`config.mk`:
```
export PLATFORM = sky130hd
export DESIGN_NAME = cmlp_divider
export DESIGN_NICKNAME = d
export VERILOG_FILES = /design/src/cmlp_pkg.sv /design/src/cmlp_divider.sv
export SDC_FILE = /design/constraint.sdc
export NUM_CORES = 2
export LEC_CHECK = 0
export BUFFER_PORTS_ARGS = -buffer_cell sky130_fd_sc_hd__buf_4
export CAP_MARGIN = 30
export CORE_MARGIN = 2
export CORE_UTILIZATION = 25
export CTS_BUF_LIST = sky130_fd_sc_hd__clkbuf_4
export CTS_CLUSTER_SIZE = 12
export DETAILED_ROUTE_END_ITERATION = 10
export SLEW_MARGIN = 20
export SYNTH_ARGS = -nofsm -noshare
export SYNTH_HDL_FRONTEND = slang
export SYNTH_SLANG_ARGS = --single-unit
```
`constraint.sdc`:
```
create_clock -name aclk -period 3.38 [get_ports aclk]
set_clock_uncertainty 0.15 [all_clocks]
set_input_delay 0.507 -clock aclk [delete_from_list [all_inputs] [get_ports aclk]]
set_output_delay 0.507 -clock aclk [all_outputs]
set_load 0.02 [all_outputs]
```
`src/cmlp_pkg.sv`:
```
// Shared types and constants for the color matrix unit with luma preservation.
// No dependencies; every other file of the block imports this package.
package cmlp_pkg;

    // Fixed-point format of pixels and matrix coefficients.
    localparam int FRAC_BITS    = 12;
    localparam int HALF_LSB     = 1 << (FRAC_BITS - 1);

    // Blend and keep weights are unsigned Q1.12, 4096 meaning full strength.
    localparam int WEIGHT_SHIFT = 12;
    localparam int WEIGHT_ONE   = 1 << WEIGHT_SHIFT;
    localparam int WEIGHT_HALF  = 1 << (WEIGHT_SHIFT - 1);

    // BT.709 luma weights in Q0.12.
    localparam int LUMA_WR = 871;
    localparam int LUMA_WG = 2929;
    localparam int LUMA_WB = 296;

    // Output saturation limits, signed Q5.12.
    localparam int OUT_MAX = 131071;
    localparam int OUT_MIN = -131072;

    // Ratio cap of 16.0 and the quotient width below the cap.
    localparam int QUOT_BITS = 16;
    localparam int RATIO_CAP = 16 << FRAC_BITS;

    // Number of pipeline stages in each part.
    localparam int MAT_STAGES   = 3;
    localparam int DIV_STAGES   = QUOT_BITS + 1;
    localparam int SCALE_STAGES = 6;
    localparam int ALL_STAGES   = MAT_STAGES + DIV_STAGES + SCALE_STAGES;

    // Configuration register indexes.
    localparam logic [2:0] REG_ROW_RED   = 3'd0;
    localparam logic [2:0] REG_ROW_GREEN = 3'd1;
    localparam logic [2:0] REG_ROW_BLUE  = 3'd2;
    localparam logic [2:0] REG_MIX       = 3'd3;
    localparam logic [2:0] REG_KEEP      = 3'd4;

    // Register reset values.
    localparam logic [47:0] ROW_RED_RST   = 48'h0000_0000_1000;
    localparam logic [47:0] ROW_GREEN_RST = 48'h0000_1000_0000;
    localparam logic [47:0] ROW_BLUE_RST  = 48'h1000_0000_0000;
    localparam logic [12:0] MIX_RST       = 13'd4096;
    localparam logic [12:0] KEEP_RST      = 13'd0;

    typedef logic [15:0] pix_t;

    typedef struct packed {
        pix_t b;
        pix_t g;
        pix_t r;
    } rgb_t;

    // Rounded matrix products, signed with FRAC_BITS fraction bits.
    typedef logic signed [23:0] prod_t;

    typedef struct packed {
        prod_t b;
        prod_t g;
        prod_t r;
    } prod3_t;

    typedef logic signed [17:0] out_t;

endpackage

```
`src/cmlp_divider.sv`:
```
// Pipelined restoring divider for the luma ratio, one quotient bit per stage.
// Depends on cmlp_pkg.
module cmlp_divider import cmlp_pkg::*; (
    input  logic                     aclk,
    input  logic [DIV_STAGES-1:0]    en,
    input  rgb_t                     pix_in,
    input  prod3_t                   prod_in,
    input  logic [27:0]              luma_in,
    input  logic signed [34:0]       luma_new,
    output rgb_t                     pix_out,
    output prod3_t                   prod_out,
    output logic [16:0]              ratio
);

    logic [39:0]          rem_reg  [DIV_STAGES];
    logic [33:0]          den_reg  [DIV_STAGES];
    logic [QUOT_BITS-1:0] quot_reg [DIV_STAGES];
    logic                 byp_reg  [DIV_STAGES];
    logic                 cap_reg  [DIV_STAGES];
    rgb_t                 pix_reg  [DIV_STAGES];
    prod3_t               prod_reg [DIV_STAGES];

    logic byp_next, cap_next;

    // Entry stage: ratio bypass when product luma is not positive, cap at 16.0.
    always_comb begin
        byp_next = (luma_new <= 35'sd0);
        cap_next = !byp_next && (40'(luma_in) >= (40'(luma_new[33:0]) << 4));
    end

    always_ff @(posedge aclk) begin
        if (en[0]) begin
            rem_reg[0]  <= {luma_in, 12'd0};
            den_reg[0]  <= luma_new[33:0];
            quot_reg[0] <= '0;
            byp_reg[0]  <= byp_next;
            cap_reg[0]  <= cap_next;
            pix_reg[0]  <= pix_in;
            prod_reg[0] <= prod_in;
        end
    end

    // One quotient bit per stage, most significant first.
    for (genvar j = 1; j < DIV_STAGES; j++) begin : g_step
        localparam int BIT = QUOT_BITS - j;
        logic [39:0]          rem_next;
        logic [QUOT_BITS-1:0] quot_next;

        always_comb begin
            logic [49:0] trial;
            trial     = 50'(den_reg[j-1]) << BIT;
            rem_next  = rem_reg[j-1];
            quot_next = quot_reg[j-1];
            if (50'(rem_reg[j-1]) >= trial) begin
                rem_next       = rem_reg[j-1] - trial[39:0];
                quot_next[BIT] = 1'b1;
            end
        end

        always_ff @(posedge aclk) begin
            if (en[j]) begin
                rem_reg[j]  <= rem_next;
                den_reg[j]  <= den_reg[j-1];
                quot_reg[j] <= quot_next;
                byp_reg[j]  <= byp_reg[j-1];
                cap_reg[j]  <= cap_reg[j-1];
                pix_reg[j]  <= pix_reg[j-1];
                prod_reg[j] <= prod_reg[j-1];
            end
        end
    end

    // Final ratio selection.
    always_comb begin
        if (byp_reg[DIV_STAGES-1]) begin
            ratio = 17'(1 << FRAC_BITS);
        end else if (cap_reg[DIV_STAGES-1]) begin
            ratio = 17'(RATIO_CAP);
        end else begin
            ratio = {1'b0, quot_reg[DIV_STAGES-1]};
        end
    end

    assign pix_out  = pix_reg[DIV_STAGES-1];
    assign prod_out = prod_reg[DIV_STAGES-1];

endmodule

```
## Word-level counts from Yosys, hierarchy flattened

Memory sizes are Yosys's and may differ from the RTL's.
Index checks and enable logic that the tools add are counted.
W data, S select, Z words.

| storage, ports and cells | value |
|---|---|
| register bits after elaboration | 0 |
| memory bits (writable) | 3604 |
| input bits | 201 |
| logic and storage cells | 111 |
| memories | 7 |

| operators by class | value |
|---|---|
| add/sub/neg operators | 16 |
| order comparisons | 18 |
| multiplexer cells | 68 |
| reductions and logical operators | 2 |

Memories:

| memory | words | bits a word | rd ports | clocked after Yosys merged registers in | write ports | RTL line | source |
|---|---|---|---|---|---|---|---|
| prod_reg | 17 | 72 | 17 | 0 | 17 | cmlp_divider.sv:21 | `prod3_t prod_reg [DIV_STAGES];` |
| pix_reg | 17 | 48 | 17 | 0 | 17 | cmlp_divider.sv:20 | `rgb_t pix_reg [DIV_STAGES];` |
| rem_reg | 17 | 40 | 16 | 0 | 17 | cmlp_divider.sv:15 | `logic [39:0] rem_reg [DIV_STAGES];` |
| den_reg | 17 | 34 | 16 | 0 | 17 | cmlp_divider.sv:16 | `logic [33:0] den_reg [DIV_STAGES];` |
| quot_reg | 17 | 16 | 17 | 0 | 17 | cmlp_divider.sv:17 | `logic [QUOT_BITS-1:0] quot_reg [DIV_STAGES];` |
| byp_reg | 17 | 1 | 17 | 0 | 17 | cmlp_divider.sv:18 | `logic byp_reg [DIV_STAGES];` |
| +1 memories | - | - | - | - | - | - |  |

Operator list:

| operator | number |
|---|---|
| $mux W40 | 16 |
| $sub A40 B40 Y40 | 10 |
| $mux W1 | 50 |
| $ge A40 B49 Y1 | 1 |
| $ge A40 B48 Y1 | 1 |
| $ge A40 B47 Y1 | 1 |
| $ge A40 B46 Y1 | 1 |
| $ge A40 B45 Y1 | 1 |
| $ge A40 B44 Y1 | 1 |
| $ge A40 B43 Y1 | 1 |
| $ge A40 B42 Y1 | 1 |
| $ge A40 B41 Y1 | 1 |
| $ge A40 B34 Y1 | 1 |
| $ge A40 B35 Y1 | 1 |
| $ge A40 B36 Y1 | 1 |
| $ge A40 B37 Y1 | 1 |
| $ge A40 B38 Y1 | 1 |
| $ge A40 B39 Y1 | 1 |
| $ge A40 B40 Y1 | 1 |
| $sub A40 B34 Y40 | 1 |
| $sub A40 B35 Y40 | 1 |
| $sub A40 B36 Y40 | 1 |
| $sub A40 B37 Y40 | 1 |
| $sub A40 B38 Y40 | 1 |
| 6 further kinds | 7 |

## Depth between registers and ports, before layout

| depth | value |
|---|---|
| word-level depth | 3 |
| depth in mapped cells | 15 |
| gate-level depth less buffers | 13 |

## Worst setup path before layout

Ideal clock, no wire load.

| path | value |
|---|---|
| path type | register to register |
| start | mem den_reg[3][0], in the netlist den_reg[0][102] |
| end | mem rem_reg[4][16], in the netlist rem_reg[0][176] (data pin) |
| library setup time | 0.260 ns |
| arrival | 3.095 ns |
| required time | 2.970 ns |
| setup slack | -0.125 ns |
| cell stages (with the launch flop) | 12 |
| path buffers | 1 |
| period minus slack after synthesis | 3.505 ns |
| cell sequence | edfxtp_1 -> ha_1 -> fa_1 -> nor2b_1 -> o2111ai_1 -> a31oi_1 -> a31oi_1 -> o31ai_1 -> a21oi_1 -> o21ai_1 -> buf_2 -> mux2_2 |

RTL lines:

| what | RTL line |
|---|---|
| start: declaration | cmlp_divider.sv:16 |
| end: declaration | cmlp_divider.sv:15 |

==> key figures <==
Run status
  – Status: complete, but fails checks
  – Failing checks: setup timing

Timing
  – Worst Tran Pin Value: 0.8201 ns
  – Final min period: 3.603 ns
  – RSZ-0062 raised after global routing: yes
  – Worst setup margin: -0.2233 ns
  – Final hold violations: 0
  – Hold_ws: 0.1160 ns
  – Fin crit share: 106.6%
  – Final TNS setup: -8.331 ns
  – Fmax: 277.5 MHz
  – Max-slew headroom: 44.82%
  – Endpoints failing setup: 121
  – Pins Over Slew Limit: 0

Detailed routing
  – WL/cell: 16.19 um
  – Detailed Route Iter0 Violations: 4,619
  – First-pass DRT Iterations: 5
  – Vias: 76.15k
  – DRC viols: 0
  – Routed Antenna Nets: 0
  – Final wirelength: 300,900 um
  – Via density per instance: 4.096

Cells and area
  – Fill cells: 50.95k
  – Layout Nets: 11.75k
  – Area Growth Syn to Fin: 30.12%
  – Fin area: 170,800 um2
  – Number of flip-flops in the largest register: 1,224
  – Most frequent cells in the layout: edfxtp_1 (3,268), buf_4 (1,384), clkbuf_4 (1,116), inv_1 (644), dlygate4sd3_1 (565)
  – Area of the multi-input gates: 31,380 um2
  – Sequential Area: 98,130 um2
  – Commonest non-fill, non-tap cell in the layout: edfxtp_1
  – Layout cells sized above 1: 28.53%

Die
  – I/O pin total: 338
  – Row Count: 266
  – Core ar.: 523,900 um2
  – Chip Height: 728.5 um
  – Starting Density: 25.05%
  – Chip Width: 728.5 um
  – Die ar.: 530,800 um2

Power and ir drop
  – LEAKAGE: 66.02 nW
  – Clock share of power: 31.2%
  – Design Power: 0.1036 W
  – Psw: 0.02800 W
  – P per Cell Area: 606.8 nW/um2
  – Flop pwr share: 49.0%
  – Pint: 0.07562 W
  – Switching power share of the total: 27.02%
  – Power share of the combinational group: 19.8%
  – VDD IR-drop max: 0.0003997 V

Synthesis
  – Cells after Synth: 8,329
  – Seq/Total Area, Yosys: 74.78%
  – Yosys reg bits: 3,268
  – Yosys warning count: 0
  – Mapped Area: 131,200 um2
  – Mean Syn Cell Area: 15.76 um2
  – Syn_nets: 9,067
  – Post-synthesis async set-or-reset flop share: 0%
  – Most used DFF post-synth: edfxtp_1
  – Post-synth EDFFs: 3,268
  – Distinct cell type count after synthesis: 96

Global route
  – Initial antenna violation count: 28
  – Total Routing Usage GR: 10.92%
  – Vias in the first global route: 79.15k
  – Largest net degree at the start of global routing: 74
  – First-pass GRT wire length: 452,100 um
  – Remaining Overflow, GRT: 0

CTS
  – H-Tree Depth: 6
  – Root buf cell: clkbuf_4
  – Clk_lat worst skew: 1.68 ns
  – TritonCTS buffer count: 791
  – Max clock buf depth: 4
  – Clock Sink Count: 3,268
  – Clock transition at path regs: 0.07 ns
  – CTS tree: built

Critical path
  – CP required: 4.58 ns
  – Critical Path End Type: register
  – Critical Path Fanout Max: 5
  – Critical path class: register to register
  – CP startpoint kind: register
  – Arrival @ worst endpoint: 4.81 ns

Placed design
  – Port bufs: 337
  – DP Worst Slack: -0.3131 ns
  – Placed cell area: 149,700 um2
  – GPL Wtd Cong: 0.8337
  – Post-DP HPWL: 196,400 um

Flow run
  – Maxcap violations: 0

Worst hold path
  – Worst hold path class: register to register
power groups by stage:
stage               sequential (W)  combinational [W]  clock, W
global placement            0.0516             0.0177         0
finish                      0.0508             0.0205    0.0323
global route                0.0511             0.0226    0.0357
floorplan                   0.0507             0.0109         0
CTS                         0.0508             0.0196    0.0336
detailed placement          0.0516             0.0178         0
worst max-delay path: stages, from the launching register on:
cell and delay (ns):
edfxtp_1 0.43, fa_2 0.42, nor2b_2 0.14, o31a_1 0.23
o21ai_4 0.11, a2111oi_4 0.38, o31ai_4 0.13, a211oi_2 0.27
o21ai_2 0.14, o31ai_4 0.29, buf_6 0.19, buf_12 0.14
mux2_4 0.30
synth_stat cells (53+ instances only):
library cell,n,area share [%]
edfxtp_1,3268,75
inv_1,660,1.9
ha_1,522,5.0
a21oi_1,474,1.8
nand2_1,455,1.3
o21ai_0,417,1.6
nor2_1,329,0.94
a21o_1,265,1.5
xnor2_1,231,1.5
xor2_1,168,1.1
buf_4,125,0.72
mux2_2,119,1.0
clkbuf_1,108,0.31
nand3_1,106,0.40
nand4_1,84,0.40
nor2b_1,68,0.32
o21a_1,67,0.38
nor3_1,64,0.24
nand2b_1,57,0.27
o21bai_1,53,0.30
layout make-up:
cell class	count	area share (%)
Tap cell	6968	5.105
Sequential cell	3268	57.47
Antenna cell	12	0.01758
Clock inverter	279	1.070
Timing Repair Buffer	2161	11.60
Multi-Input combinational cell	4127	18.37
Inverter	662	1.459
Clock buffer	1116	4.906
metal layers:
layer | up-vias | GRT usage [%] | routed length [um]
met3 | 648 | 1.924 | 12780
met4 | 22 | 4.592 | 11710
met2 | 1832 | 18.98 | 148100
met5 | - | 0 | 142
met1 | 36434 | 13.33 | 128200
li1 | 37212 | - | -
metrics by stage:
step                utilization, %  cells
floorplan                        -   8329
global placement             28.57  16404
detailed placement           28.57  16404
CTS                          32.24  18520
global route                 32.60  18587
finish                       32.60  18593
worst paths after layout:
kind	start	endpoint	slack (ns)	depth (start not counted)
min	pix_reg[0][601]$_DFFE_PP_	pix_reg[0][649]$_DFFE_PP_	0.12	0
min reg2reg	pix_reg[0][601]$_DFFE_PP_	pix_reg[0][649]$_DFFE_PP_	0.12	0
max reg2reg	den_reg[0][204]$_DFFE_PP_	rem_reg[0][292]$_DFFE_PP_	-0.22	12
max	den_reg[0][204]$_DFFE_PP_	rem_reg[0][292]$_DFFE_PP_	-0.22	12
kinds of logic (layout without fill, tap and decap cells):
| logic type | count (synthesis) | in the layout | synth area share, % |
|---|---|---|---|
| buffers and inverters | 934 | 4218 | 3.078 |
| flip-flops | 3268 | 3268 | 74.78 |
| AO/OA/AOI/OAI | 1661 | 1661 | 8.016 |
| multiplexers | 136 | 136 | 1.156 |
| other | 0 | 12 | 0 |
| AND/OR/NAND/NOR | 1394 | 1394 | 5.107 |
| adder cells (fa/ha/maj) | 537 | 537 | 5.205 |
| XOR/XNOR | 399 | 399 | 2.663 |
timing repair:
action / CTS / global route
gates cloned: 19 / 11
setup buffers: 125 / 86
hold buffers: 582 / 0
resized for setup: 328 / 327
hold endpoints to repair: 3452 / 0
setup endpoints to repair: 433 / 462
pin swaps: 105 / 178
Power figures use the tool's default switching activity.
